File: src/hdl/cls_pkg.sv
// Package for the command line splitter: byte codes, counter limits and the
// result beat structure. No dependencies; every other file imports it.
package cls_pkg;

    localparam int MAX_SLASH_RUN = 255;
    localparam int MAX_ARGS      = 255;
    localparam int MAX_CHARS     = 65535;

    // At this limit the backslash counter steps back, keeping its parity true.
    localparam logic [8:0]  BS_LIMIT     = 9'(2 * MAX_SLASH_RUN + 1);
    localparam logic [7:0]  RUN_LIMIT    = 8'(MAX_SLASH_RUN);
    localparam logic [7:0]  ARG_LIMIT    = 8'(MAX_ARGS);
    localparam logic [15:0] CHAR_LIMIT   = 16'(MAX_CHARS);

    localparam logic [7:0]  CH_NUL       = 8'h00;
    localparam logic [7:0]  CH_TAB       = 8'h09;
    localparam logic [7:0]  CH_SPACE     = 8'h20;
    localparam logic [7:0]  CH_QUOTE     = 8'h22;
    localparam logic [7:0]  CH_BACKSLASH = 8'h5C;

    typedef struct packed {
        logic [7:0]  slash_run;
        logic        byte_valid;
        logic [7:0]  out_byte;
        logic        arg_end;
        logic [7:0]  arg_number;
        logic        line_done;
        logic [7:0]  arg_total;
        logic [15:0] char_total;
    } t_result;

endpackage

File: src/hdl/command_line_splitter.sv
// Command line splitter: one command line byte per beat in, one result beat
// for each byte that produces output. An accepted byte is held in the input register, goes
// through the combinational parser step and is loaded into the output register; throughput
// is one byte per cycle while the output register can pass its beat on.
// Bytes that produce nothing (separators between arguments, backslashes, bare quotes) are absorbed.
// Synchronous active-low reset clears the parser to line start and empties both registers.
module command_line_splitter (
    input  logic        i_clk,
    input  logic        i_rst_n,
    input  logic        i_s_axis_tvalid,
    output logic        o_s_axis_tready,
    input  logic [7:0]  i_s_axis_tdata,   // [7:0] in_byte
    output logic        o_m_axis_tvalid,
    input  logic        i_m_axis_tready,
    // [7:0] slash_run, [15:8] out_byte, [23:16] arg_number, [31:24] arg_total,
    // [47:32] char_total
    output logic [47:0] o_m_axis_tdata,
    output logic [1:0]  o_m_axis_tuser,   // [0] byte_valid, [1] arg_end
    output logic        o_m_axis_tlast    // line_done
);
    import cls_pkg::*;

    logic       r_in_valid;
    logic [7:0] r_in_byte;
    logic       fire;
    logic       emit;
    t_result    step_res;
    t_result    out_res;

    // The parser advances whenever a byte is held and the output register can take a beat.
    assign fire            = r_in_valid && (!o_m_axis_tvalid || i_m_axis_tready);
    assign o_s_axis_tready = !r_in_valid || fire;

    always_ff @(posedge i_clk) begin
        if (!i_rst_n) begin
            r_in_valid <= 1'b0;
        end else if (i_s_axis_tvalid && o_s_axis_tready) begin
            r_in_valid <= 1'b1;
        end else if (fire) begin
            r_in_valid <= 1'b0;
        end
    end

    always_ff @(posedge i_clk) begin
        if (i_s_axis_tvalid && o_s_axis_tready) begin
            r_in_byte <= i_s_axis_tdata;
        end
    end

    cls_parse u_parse (
        .i_clk   (i_clk),
        .i_rst_n (i_rst_n),
        .i_fire  (fire),
        .i_byte  (r_in_byte),
        .o_emit  (emit),
        .o_res   (step_res)
    );

    cls_out_reg u_out (
        .i_clk   (i_clk),
        .i_rst_n (i_rst_n),
        .i_load  (fire && emit),
        .i_res   (step_res),
        .i_ready (i_m_axis_tready),
        .o_valid (o_m_axis_tvalid),
        .o_res   (out_res)
    );

    assign o_m_axis_tdata = {out_res.char_total, out_res.arg_total, out_res.arg_number,
                             out_res.out_byte, out_res.slash_run};
    assign o_m_axis_tuser = {out_res.arg_end, out_res.byte_valid};
    assign o_m_axis_tlast = out_res.line_done;

endmodule

File: src/hdl/cls_parse.sv
// Parser state and the per-byte step logic of the command line splitter.
// Depends on cls_pkg for byte codes, limits and the result structure.
module cls_parse (
    input  logic             i_clk,
    input  logic             i_rst_n,
    input  logic             i_fire,
    input  logic [7:0]       i_byte,
    output logic             o_emit,
    output cls_pkg::t_result o_res
);
    import cls_pkg::*;

    typedef enum logic [2:0] {
        PH_START       = 3'd0,
        PH_PROG_QUOTED = 3'd1,
        PH_PROG_PLAIN  = 3'd2,
        PH_BETWEEN     = 3'd3,
        PH_IN_ARG      = 3'd4
    } t_phase;

    t_phase      r_phase, n_phase;
    logic        r_in_quotes, n_in_quotes;
    logic        r_quote_pending, n_quote_pending;
    logic [8:0]  r_bs_cnt, n_bs_cnt;
    logic [7:0]  r_arg_idx, n_arg_idx;
    logic [15:0] r_byte_cnt, n_byte_cnt;

    logic        v_sep;
    logic        v_go;
    logic        v_done;
    logic        v_valid;
    logic        v_aend;
    logic [7:0]  v_run;
    logic [8:0]  v_add;
    logic [16:0] v_sum;
    logic [8:0]  v_tot;

    assign v_sep = (i_byte == CH_SPACE) || (i_byte == CH_TAB);

    always_comb begin
        n_phase         = r_phase;
        n_in_quotes     = r_in_quotes;
        n_quote_pending = r_quote_pending;
        n_bs_cnt        = r_bs_cnt;
        n_arg_idx       = r_arg_idx;
        n_byte_cnt      = r_byte_cnt;
        o_emit          = 1'b0;
        o_res           = '0;
        o_res.arg_number = r_arg_idx;
        v_go            = 1'b0;
        v_done          = 1'b0;
        v_valid         = 1'b0;
        v_aend          = 1'b0;
        v_run           = '0;
        v_add           = '0;

        unique case (r_phase)
            PH_PROG_QUOTED: begin
                o_emit = 1'b1;
                v_add  = 9'd1;
                if (i_byte == CH_QUOTE || i_byte == CH_NUL) begin
                    v_aend  = 1'b1;
                    v_done  = (i_byte == CH_NUL);
                    n_phase = PH_BETWEEN;
                end else begin
                    v_valid = 1'b1;
                end
            end
            PH_BETWEEN, PH_IN_ARG: begin
                v_go = 1'b1;
                if (r_phase == PH_BETWEEN) begin
                    if (v_sep) begin
                        v_go = 1'b0;
                    end else if (i_byte == CH_NUL) begin
                        // Line ends between arguments: only the totals go out.
                        v_go   = 1'b0;
                        o_emit = 1'b1;
                        v_done = 1'b1;
                    end else begin
                        if (r_arg_idx < ARG_LIMIT) begin
                            n_arg_idx = r_arg_idx + 8'd1;
                        end
                        o_res.arg_number = n_arg_idx;
                        n_phase = PH_IN_ARG;
                    end
                end
                if (v_go) begin
                    if (r_quote_pending && i_byte == CH_QUOTE) begin
                        // Second quote of a doubled pair inside quotes.
                        n_quote_pending = 1'b0;
                        v_add   = 9'd1;
                        v_valid = 1'b1;
                        o_emit  = 1'b1;
                    end else if (i_byte == CH_BACKSLASH) begin
                        n_quote_pending = 1'b0;
                        if (r_bs_cnt >= BS_LIMIT) begin
                            n_bs_cnt = r_bs_cnt - 9'd1;
                        end else begin
                            n_bs_cnt = r_bs_cnt + 9'd1;
                        end
                    end else begin
                        n_quote_pending = 1'b0;
                        n_bs_cnt        = '0;
                        if (i_byte == CH_QUOTE) begin
                            v_run = r_bs_cnt[8:1];
                            if (!r_bs_cnt[0]) begin
                                if (r_in_quotes) begin
                                    n_in_quotes     = 1'b0;
                                    n_quote_pending = 1'b1;
                                end else begin
                                    n_in_quotes = 1'b1;
                                end
                            end else begin
                                v_valid = 1'b1;
                            end
                        end else begin
                            v_run = (r_bs_cnt > 9'(RUN_LIMIT)) ? RUN_LIMIT : r_bs_cnt[7:0];
                            if (i_byte == CH_NUL) begin
                                v_aend = 1'b1;
                                v_done = 1'b1;
                            end else if (!r_in_quotes && v_sep) begin
                                v_aend  = 1'b1;
                                n_phase = PH_BETWEEN;
                            end else begin
                                v_valid = 1'b1;
                            end
                        end
                        v_add  = {1'b0, v_run} + {8'd0, v_valid} + {8'd0, v_aend};
                        o_emit = (v_run != 8'd0) || v_valid || v_aend;
                    end
                end
            end
            default: begin
                if (r_phase != PH_PROG_PLAIN && i_byte == CH_QUOTE) begin
                    n_phase = PH_PROG_QUOTED;
                end else begin
                    o_emit = 1'b1;
                    v_add  = 9'd1;
                    if (i_byte == CH_NUL || v_sep) begin
                        v_aend  = 1'b1;
                        v_done  = (i_byte == CH_NUL);
                        n_phase = PH_BETWEEN;
                    end else begin
                        v_valid = 1'b1;
                        n_phase = PH_PROG_PLAIN;
                    end
                end
            end
        endcase

        v_sum = {1'b0, r_byte_cnt} + {8'd0, v_add};
        n_byte_cnt = (v_sum >= {1'b0, CHAR_LIMIT}) ? CHAR_LIMIT : v_sum[15:0];
        v_tot = {1'b0, n_arg_idx} + 9'd2;

        o_res.slash_run  = v_run;
        o_res.byte_valid = v_valid;
        o_res.out_byte   = v_valid ? i_byte : 8'd0;
        o_res.arg_end    = v_aend;
        o_res.line_done  = v_done;
        if (v_done) begin
            o_res.arg_total  = (v_tot > {1'b0, ARG_LIMIT}) ? ARG_LIMIT : v_tot[7:0];
            o_res.char_total = n_byte_cnt;
            n_phase         = PH_START;
            n_in_quotes     = 1'b0;
            n_quote_pending = 1'b0;
            n_bs_cnt        = '0;
            n_arg_idx       = '0;
            n_byte_cnt      = '0;
        end
    end

    always_ff @(posedge i_clk) begin
        if (!i_rst_n) begin
            r_phase         <= PH_START;
            r_in_quotes     <= 1'b0;
            r_quote_pending <= 1'b0;
            r_bs_cnt        <= '0;
            r_arg_idx       <= '0;
            r_byte_cnt      <= '0;
        end else if (i_fire) begin
            r_phase         <= n_phase;
            r_in_quotes     <= n_in_quotes;
            r_quote_pending <= n_quote_pending;
            r_bs_cnt        <= n_bs_cnt;
            r_arg_idx       <= n_arg_idx;
            r_byte_cnt      <= n_byte_cnt;
        end
    end

    // A finished line leaves the counters cleared for the next one.
    a_line_clears: assert property (@(posedge i_clk) disable iff (!i_rst_n)
        (i_fire && o_emit && o_res.line_done) |=>
            (r_phase == PH_START && r_arg_idx == 8'd0 && r_byte_cnt == 16'd0))
        else $error("line end did not clear parser state");

    // Backslashes are only ever counted inside an argument after the name.
    a_bs_in_arg: assert property (@(posedge i_clk) disable iff (!i_rst_n)
        (r_bs_cnt != 9'd0) |-> (r_phase == PH_IN_ARG))
        else $error("backslash run held outside an argument");

    // A pending doubled quote only arises as quoting has just closed.
    a_pending_unquoted: assert property (@(posedge i_clk) disable iff (!i_rst_n)
        r_quote_pending |-> !r_in_quotes)
        else $error("quote pending while still inside quotes");

    a_byte_masked: assert property (@(posedge i_clk) disable iff (!i_rst_n)
        (o_emit && !o_res.byte_valid) |-> (o_res.out_byte == 8'd0))
        else $error("out_byte not zero on a beat without a byte");

endmodule

File: src/hdl/cls_out_reg.sv
// Output register of the command line splitter, holding one result beat.
// Depends on cls_pkg for the result structure.
module cls_out_reg (
    input  logic             i_clk,
    input  logic             i_rst_n,
    input  logic             i_load,
    input  cls_pkg::t_result i_res,
    input  logic             i_ready,
    output logic             o_valid,
    output cls_pkg::t_result o_res
);
    import cls_pkg::*;

    logic    r_valid;
    t_result r_res;

    always_ff @(posedge i_clk) begin
        if (!i_rst_n) begin
            r_valid <= 1'b0;
        end else if (i_load) begin
            r_valid <= 1'b1;
        end else if (i_ready) begin
            r_valid <= 1'b0;
        end
    end

    always_ff @(posedge i_clk) begin
        if (i_load) begin
            r_res <= i_res;
        end
    end

    assign o_valid = r_valid;
    assign o_res   = r_res;

endmodule
File: config.mk
export PLATFORM = sky130hd
export DESIGN_NAME = command_line_splitter
export DESIGN_NICKNAME = d
export VERILOG_FILES = /design/src/hdl/cls_pkg.sv /design/src/hdl/command_line_splitter.sv /design/src/hdl/cls_parse.sv /design/src/hdl/cls_out_reg.sv
export SDC_FILE = /design/constraint.sdc
export NUM_CORES = 1
export LEC_CHECK = 0
export ABC_AREA = 1
export ABC_CLOCK_PERIOD_IN_PS = 7600
export BUFFER_PORTS_ARGS = -buffer_cell sky130_fd_sc_hd__buf_2
export CAP_MARGIN = 0
export CELL_PAD_IN_SITES_DETAIL_PLACEMENT = 0
export CELL_PAD_IN_SITES_GLOBAL_PLACEMENT = 1
export CORE_MARGIN = 5
export CORE_UTILIZATION = 48
export CTS_CLUSTER_DIAMETER = 30
export DETAILED_ROUTE_END_ITERATION = 8
export PLACE_DENSITY_LB_ADDON = 0.1
export SKIP_LAST_GASP = 1
export SYNTH_ARGS = -nofsm -noshare
export SYNTH_HDL_FRONTEND = slang
export SYNTH_HIERARCHICAL = 1
export SYNTH_SLANG_ARGS = --single-unit
File: constraint.sdc
create_clock -name i_clk -period 7.6 [get_ports i_clk]
set_input_delay 1.14 -clock i_clk [delete_from_list [all_inputs] [get_ports i_clk]]
set_output_delay 1.14 -clock i_clk [all_outputs]
set_load 0.01 [all_outputs]
==> results of run 1 <==
-- path summary, 6_finish.rpt --
path | startpoint | endpoint | slack (ns)
setup reg to reg | r_in_byte[0] | u_parse/r_byte_cnt[4] | 2.10
hold reg to reg | u_parse/r_quote_pending | u_parse/r_quote_pending | 0.47
hold / removal | u_parse/r_quote_pending | u_parse/r_quote_pending | 0.47
setup / recovery | r_in_byte[0] | u_parse/r_byte_cnt[4] | 2.10
-- power by group --
group	internal, W	switching, W
clock	0.000297	0.000204
sequential	0.000592	0.00000936
combinational	0.0000310	0.0000697
-- worst max-delay path: stages, from the launching register on --
cell	delay, ns
edfxtp_1	0.44
nor2_1	0.17
nand3_2	0.11
nor2_4	0.74
nor2_1	0.24
fa_1	0.46
nor2_1	0.11
nand2_1	0.10
nor2_1	0.09
nand2_1	0.10
nor2_1	0.15
a21oi_1	0.08
a21oi_1	0.17
ha_1	0.32
a21oi_1	0.25
o21ai_2	0.11
inv_2	0.07
nand2_2	0.08
a21oi_4	0.51
nand3_1	0.17
nor2_2	0.20
nand4_4	0.32
nand3_1	0.20
nand2_1	0.07
a21oi_1	0.16
-- sequential cells by signal, indices dropped and copies added, names as in the netlist --
register,count
u_out/o_res,51
u_parse/r_quote_pending,1
u_parse/r_bs_cnt,9
r_in_byte,8
u_out/o_valid,1
u_parse/r_in_quotes,1
u_parse/r_byte_cnt,16
u_parse/r_phase,3
r_in_valid,1
u_parse/r_arg_idx,8
-- metal layers --
metal	vias to the layer above	wire length (um)	share of wire, %
li1	2643	-	-
met1	2389	6810	48
met2	98	6570	46
met3	15	542	3.8
met4	0	227	1.6
met5	-	0	0
-- cells by family (layout without fill, tap and decap cells) --
| group | after synthesis | after routing |
|---|---|---|
| adders and majority gates | 23 | 23 |
| xor gates and xnor gates | 12 | 12 |
| DFF | 99 | 99 |
| buffers and inverters | 151 | 213 |
| AOI/OAI and AO/OA | 111 | 111 |
| and+or+nand+nor | 386 | 386 |
-- metrics by stage --
| stage | total power [W] | setup slack (ns) | util [%] | hold slack (ns) |
|---|---|---|---|---|
| floorplan | 0.000681 | 3.25 | - | 0.450 |
| global placement | 0.000714 | 2.21 | 52.7 | 0.456 |
| detailed placement | 0.000715 | 2.09 | 52.7 | 0.463 |
| CTS | 0.00122 | 2.09 | 55.3 | 0.474 |
| global route | 0.00126 | 1.43 | 55.3 | 0.495 |
| finish | 0.00120 | 2.10 | 55.3 | 0.474 |
-- Yosys cell counts, types with 2 or more instances --
cell and instances:
nand2_4 6, nand3_1 50, edfxtp_1 59, dfxtp_1 40, xnor2_1 4, a21o_1 2, a21oi_2 7, xor2_1 8
o21ai_1 4, a31oi_1 2, o211ai_1 2, clkinv_1 2, inv_2 19, inv_1 109, nor2_1 55, clkbuf_1 8
a21oi_1 57, nand2_2 25, ha_1 20, nand2_1 183, nor3_1 9, buf_6 2, nand3_2 12, nand3b_1 7
nor3_2 3, nor2_2 9, nand4_1 8, o21ai_0 29, fa_1 3, buf_2 6, o21bai_1 2, nor2_4 4
nor4_1 3, nor2_8 4, buf_4 4
-- cell type report --
type | instances | area (um2)
Clock inverter | 6 | 88.8
Fill cell | 1208 | 5640
Multi-Input combinational cell | 532 | 3040
Tap cell | 172 | 215
Timing Repair Buffer | 67 | 343
Clock buffer | 10 | 239
Sequential cell | 99 | 2570
Inverter | 130 | 488
==> flow_summary_export.csv, run 1 <==
group,metric,value,unit
global_route,busiest_layer,"met2",
critical_path,crit_fanout,29,
synthesis,synth_top_cell_by_area,"edfxtp_1",
synthesis,synthTopCellsByArea,"edfxtp_1, dfxtp_1, nand2_1, inv_1, a21oi_1",
hold_path,min_path_type,"reg2reg",
global_route,antenna_found_initial,0,
cts,clock-sinks,99,
cells_and_area,fin_nets,874,
place,dp_hpwl,10300,um
floorplanning,dieWidth,124,um
critical_path,cp.required,7.86,ns
pwr,power_density,172,nW/um2
cts,cts_buffers,9,
cts,cts_setup_buffers,0,
global_route,grt_max_degree,31,
critical_path,worst_r2r_path_depth,24,
synthesis,synth_top_family_by_area,"simple AND/OR/NAND/NOR gates",
synthesis,synth_area,6200,um2
synthesis,seq_area_frac_synth,41.5,%
synthesis,avgSynthCellArea,7.93,um2
cells_and_area,finalNonFillerCells,1016,
floorplanning,core_area,12600,um2
critical_path,start_kind,"flip-flop",
route,wl,14100,um
synthesis,synth_edf_count,59,
place,portBuffers,64,
timing,rsz0062_at_grt,"false",
route,postRouteAntennaNets,0,
hold_path,hold_path_depth,2,
global_route,grt-ovfl-total,0,
cells_and_area,layout_commonest_cell,"nand2_1",
synthesis,syn_inst,782,
floorplanning,boundaryPins,65,
global_route,use_met1,27.8,%
timing,max_slew_margin,20.0,%
cts,hold_buffers,0,
cells_and_area,diodes,0,
critical_path,end_kind,"flip-flop",
floorplanning,fp.dieH,124,um
route,route.detailed.drc,0,
synthesis,yosys.area_share.simple,31.8,%
global_route,grt.total_usage,19.7,%
cts,path_clk_slew,0.07,ns
timing,max_freq,182,MHz
floorplanning,start_util,49.1,%
timing,hold_viol,0,
timing,setup_viol,0,
cells_and_area,fin_area,6980,um2
synthesis,async_flop_share,0,%
synthesis,yosysUniqueCellTypes,50,
synthesis,synth-xor-area-share,1.69,%
floorplanning,die-area,15300,um2
run_status,outcome,"completed",
synthesis,ys_warn_count,6,
synthesis,synth_nets,817,
place,dpl-instance-area,6650,um2
route,wire_per_inst,13.9,um
timing,post-route-period-util,72.4,%
route,drt_iter0_markers,254,
timing,skew,0.00668,ns
critical_path,crit_type,"reg2reg",
critical_path,cp_data_arrival_time,5.76,ns
floorplanning,fp-row-count,41,
cts,tritoncts,"yes",
pwr,ir_drop,0.0851,mV
timing,period_needed,5.50,ns
cells_and_area,layout-drive-gt1-share,21.8,%
timing,tns,0,ns
cts,cts_max_path_buffers,2,
place,place_inst,1000,
route,first_pass_iters,4,
cts,cts-resized-gates,0,
route,vias,5145,
route,via_per_inst,5.06,
timing,worstMarginPinSlew,1.20,ns
cts,cts-root-buf,"clkbuf_16",
global_route,grt_pass1_vias,4903,
global_route,use_met3,2.50,%
cells_and_area,syn2layout_area_growth,12.6,%
global_route,grtUsageMet2,31.3,%
cts,htree_levels,3,
timing,final_max_slew_viol_count,0,
synthesis,synthFlopType,"edfxtp_1",
run,maxCapViolCount,0,
pwr,leakage,3.19,nW
synthesis,synthAdderAreaFrac,5.00,%
synthesis,yosys.area.top_type_share,28.6,%
cells_and_area,layout_common_cells,"nand2_1, inv_1, buf_2, edfxtp_1, a21oi_1",
synthesis,ys_ff_latch,99,
synthesis,synth_compound_area_share,10.3,%
place,gp_congestion,0.912,
global_route,grt_first_pass_wirelength,23900,um
synthesis,synth_mux_area_share,0,%
cts,clock_latency,0.35,ns
(Power assumes the default switching activity.)
==> inputs of run 2 (changes only) <==
--- a/config.mk
+++ b/config.mk
@@ -6,13 +6,13 @@
 export NUM_CORES = 1
 export LEC_CHECK = 0
 export ABC_AREA = 1
-export ABC_CLOCK_PERIOD_IN_PS = 7600
+export ABC_CLOCK_PERIOD_IN_PS = 4850
 export BUFFER_PORTS_ARGS = -buffer_cell sky130_fd_sc_hd__buf_2
 export CAP_MARGIN = 0
 export CELL_PAD_IN_SITES_DETAIL_PLACEMENT = 0
 export CELL_PAD_IN_SITES_GLOBAL_PLACEMENT = 1
 export CORE_MARGIN = 5
-export CORE_UTILIZATION = 48
+export CORE_UTILIZATION = 40
 export CTS_CLUSTER_DIAMETER = 30
 export DETAILED_ROUTE_END_ITERATION = 8
 export PLACE_DENSITY_LB_ADDON = 0.1
==> constraint.sdc (replaced) <==
create_clock -name i_clk -period 4.85 [get_ports i_clk]
set_input_delay 0.7275 -clock i_clk [delete_from_list [all_inputs] [get_ports i_clk]]
set_output_delay 0.7275 -clock i_clk [all_outputs]
set_load 0.01 [all_outputs]
==> run 2 against run 1 <==
  * Critical endpoint is now u_out/o_res[3]
  * Hold slack better by 0.0048 ns
  * Largest cell class unchanged
  * Via count down 0.17%
  * Count of clock-buffer cells in the layout unchanged
  * First-iteration DRC count up 18%
  * Worst setup slack worse by 1.8 ns
  * Core utilization shrank 8.4 points
  * Cell count grew 2.7%
  * Die area grew 18%
  * Non-clock buffer count increased by 11
==> flow_summary_export.csv, run 2 (same netlist as run 1, synthesis figures left out) <==
group,metric,value,unit
timing,max_slew_margin,26.3,%
timing,hold_viol,0,
cts,cts_max_path_buffers,2,
floorplanning,start_util,40.8,%
pwr,power.internal,0.00138,W
global_route,antenna_found_initial,0,
place,gp_congestion,0.899,
timing,max_freq,219,MHz
route,drt_iter0_markers,299,
floorplanning,boundaryPins,65,
critical_path,critical-path-max-stage-delay,0.43,ns
route,via_per_inst,4.92,
hold_path,hp-start,"u_parse/r_byte_cnt[0]",
timing,period_needed,4.57,ns
cells_and_area,layout_commonest_cell,"nand2_1",
route,postRouteAntennaNets,0,
cts,path_clk_slew,0.07,ns
route,wl_met3,535,um
pwr,ir_drop,0.171,mV
timing,worstMarginPinSlew,1.10,ns
timing,final_max_slew_viol_count,0,
cts,cts-root-buf,"clkbuf_16",
floorplanning,die-area,18100,um2
critical_path,crit_fanout,16,
run_status,outcome,"completed",
cts,clock-sinks,99,
critical_path,cp_data_arrival_time,4.79,ns
pwr,leakage,3.25,nW
place,place_inst,1021,
pwr,combPwrFrac,8.9,%
cells_and_area,syn2layout_area_growth,14.9,%
critical_path,start_kind,"flip-flop",
cts,htree_levels,3,
cells_and_area,nFillCells,1530,
critical_path,slowest_stage,"edfxtp_1",
global_route,grt_first_pass_wirelength,23700,um
critical_path,end_kind,"flip-flop",
floorplanning,core_area,15200,um2
pwr,switching_power,0.000445,W
critical_path,critPathLaunch,"r_in_byte[3]",
cells_and_area,largest_reg_flops,51,
hold_path,min_path_type,"reg2reg",
cts,clock_latency,0.35,ns
global_route,grt_pass1_vias,4884,
cells_and_area,fin_area,7130,um2
cells_and_area,layout_common_cells,"nand2_1, inv_1, buf_2, edfxtp_1, a21oi_1",
timing,rsz0062_at_grt,"true",
place,portBuffers,64,
global_route,grt-ovfl-total,0,
critical_path,reg2reg_from,"r_in_byte[3]",
route,wire_per_inst,13.7,um
floorplanning,fp.dieH,135,um
pwr,power_frac_clock,39.5,%
cells_and_area,layout-drive-gt1-share,23.6,%
pwr,power_density,256,nW/um2
run,maxCapViolCount,0,
cts,cts_buffers,9,
route,met1_length,6840,um
place,dpl-instance-area,6720,um2
route,wl,14300,um
route,vias,5136,
floorplanning,fp-row-count,45,
critical_path,cp.required,5.07,ns
pwr,seqPwrFrac,51.6,%
cells_and_area,diodes,0,
cts,tritoncts,"yes",
cells_and_area,fin_nets,885,
place,dp_hpwl,11000,um
route,route.detailed.drc,0,
timing,setup_viol,0,
global_route,grt.total_usage,16.0,%
route,maxUsedRoutingLayer,"met4",
critical_path,cp_common_cell,"nand2_2",
timing,skew,0.00473,ns
global_route,grt_max_degree,33,
cells_and_area,finalNonFillerCells,1043,
timing,post-route-period-util,94.2,%
critical_path,crit_type,"reg2reg",
route,route.met2.wl,6730,um
pwr,swShare,24.4,%
floorplanning,dieWidth,135,um
route,first_pass_iters,5,
==> run 2: changes by cell type in the layout (fill, tap and decap cells not counted), moves of 2 or more <==
cell	delta
nor2_4	+3
o21ai_2	+2
nor2_1	-3
buf_12	+2
buf_4	+8
==> run 2: per-layer routing <==
metal,up-vias,global-route usage [%]
met5,-,0
met4,0,4.98
met3,15,2.50
met2,91,26.8
met1,2360,21.5
li1,2670,-
==> run 2: final timing paths <==
kind / endpoint / slack, ns / depth (start not counted)
worst min register to register: u_parse/r_byte_cnt[0] / 0.48 / 2
worst max register to register: u_out/o_res[3] / 0.28 / 27
worst max-delay path: u_out/o_res[3] / 0.28 / 27
worst min-delay path: u_parse/r_byte_cnt[0] / 0.48 / 2
==> run 2: cell type report <==
| cell class | count | area [um2] | share of cell area, % |
|---|---|---|---|
| well taps | 188 | 235 | 3.30 |
| repair buffers | 78 | 454 | 6.37 |
| clock inverters | 6 | 66.3 | 0.930 |
| flip-flops and latches | 99 | 2570 | 36.1 |
| clock buffers | 10 | 229 | 3.21 |
| inverters | 130 | 488 | 6.85 |
| multi-input cells | 532 | 3080 | 43.3 |
==> run 2: worst max-delay path: cells and delay by family (launching register included) <==
family | cells | cell delay [ns]
and+or+nand+nor | 16 | 1.92
DFF | 1 | 0.43
AOI/OAI and AO/OA | 1 | 0.16
adders and majority gates | 3 | 1.04
xor gates and xnor gates | 1 | 0.23
buffers and inverters | 6 | 0.67
==> run 2: stage by stage <==
| step | TNS (ns) | setup WS, ns | total power (W) | utilization (%) | hold WS, ns |
|---|---|---|---|---|---|
| after global routing | -0.0168 | -0.0137 | 0.00190 | 46.9 | 0.506 |
| after detailed placement | -4.17 | -0.180 | 0.00112 | 44.2 | 0.466 |
| after global placement | -2.69 | -0.147 | 0.00112 | 44.2 | 0.461 |
| after CTS | 0 | 0.00548 | 0.00185 | 46.3 | 0.475 |
| after floorplan | 0 | 0.496 | 0.00107 | - | 0.450 |
| final | 0 | 0.280 | 0.00183 | 46.9 | 0.478 |
==> run 2: what timing repair did <==
item,in CTS,in global routing
hold buffers,0,0
endpoints found under the hold margin,0,0
buffers inserted,1,5
pin swaps,1,4
endpoints found under the setup margin,30,30
resized for setup,2,13
==> run 2: power by group through the flow <==
| stage | logic, W | clock network (W) | registers [W] |
|---|---|---|---|
| 2_1_floorplan | 0.0000911 | 0 | 0.000976 |
| 3_3_place_gp | 0.000162 | 0 | 0.000961 |
| 3_5_place_dp | 0.000162 | 0 | 0.000962 |
| 4_1_cts | 0.000163 | 0.000745 | 0.000942 |
| 5_1_grt | 0.000182 | 0.000777 | 0.000946 |
| 6_report | 0.000163 | 0.000721 | 0.000942 |
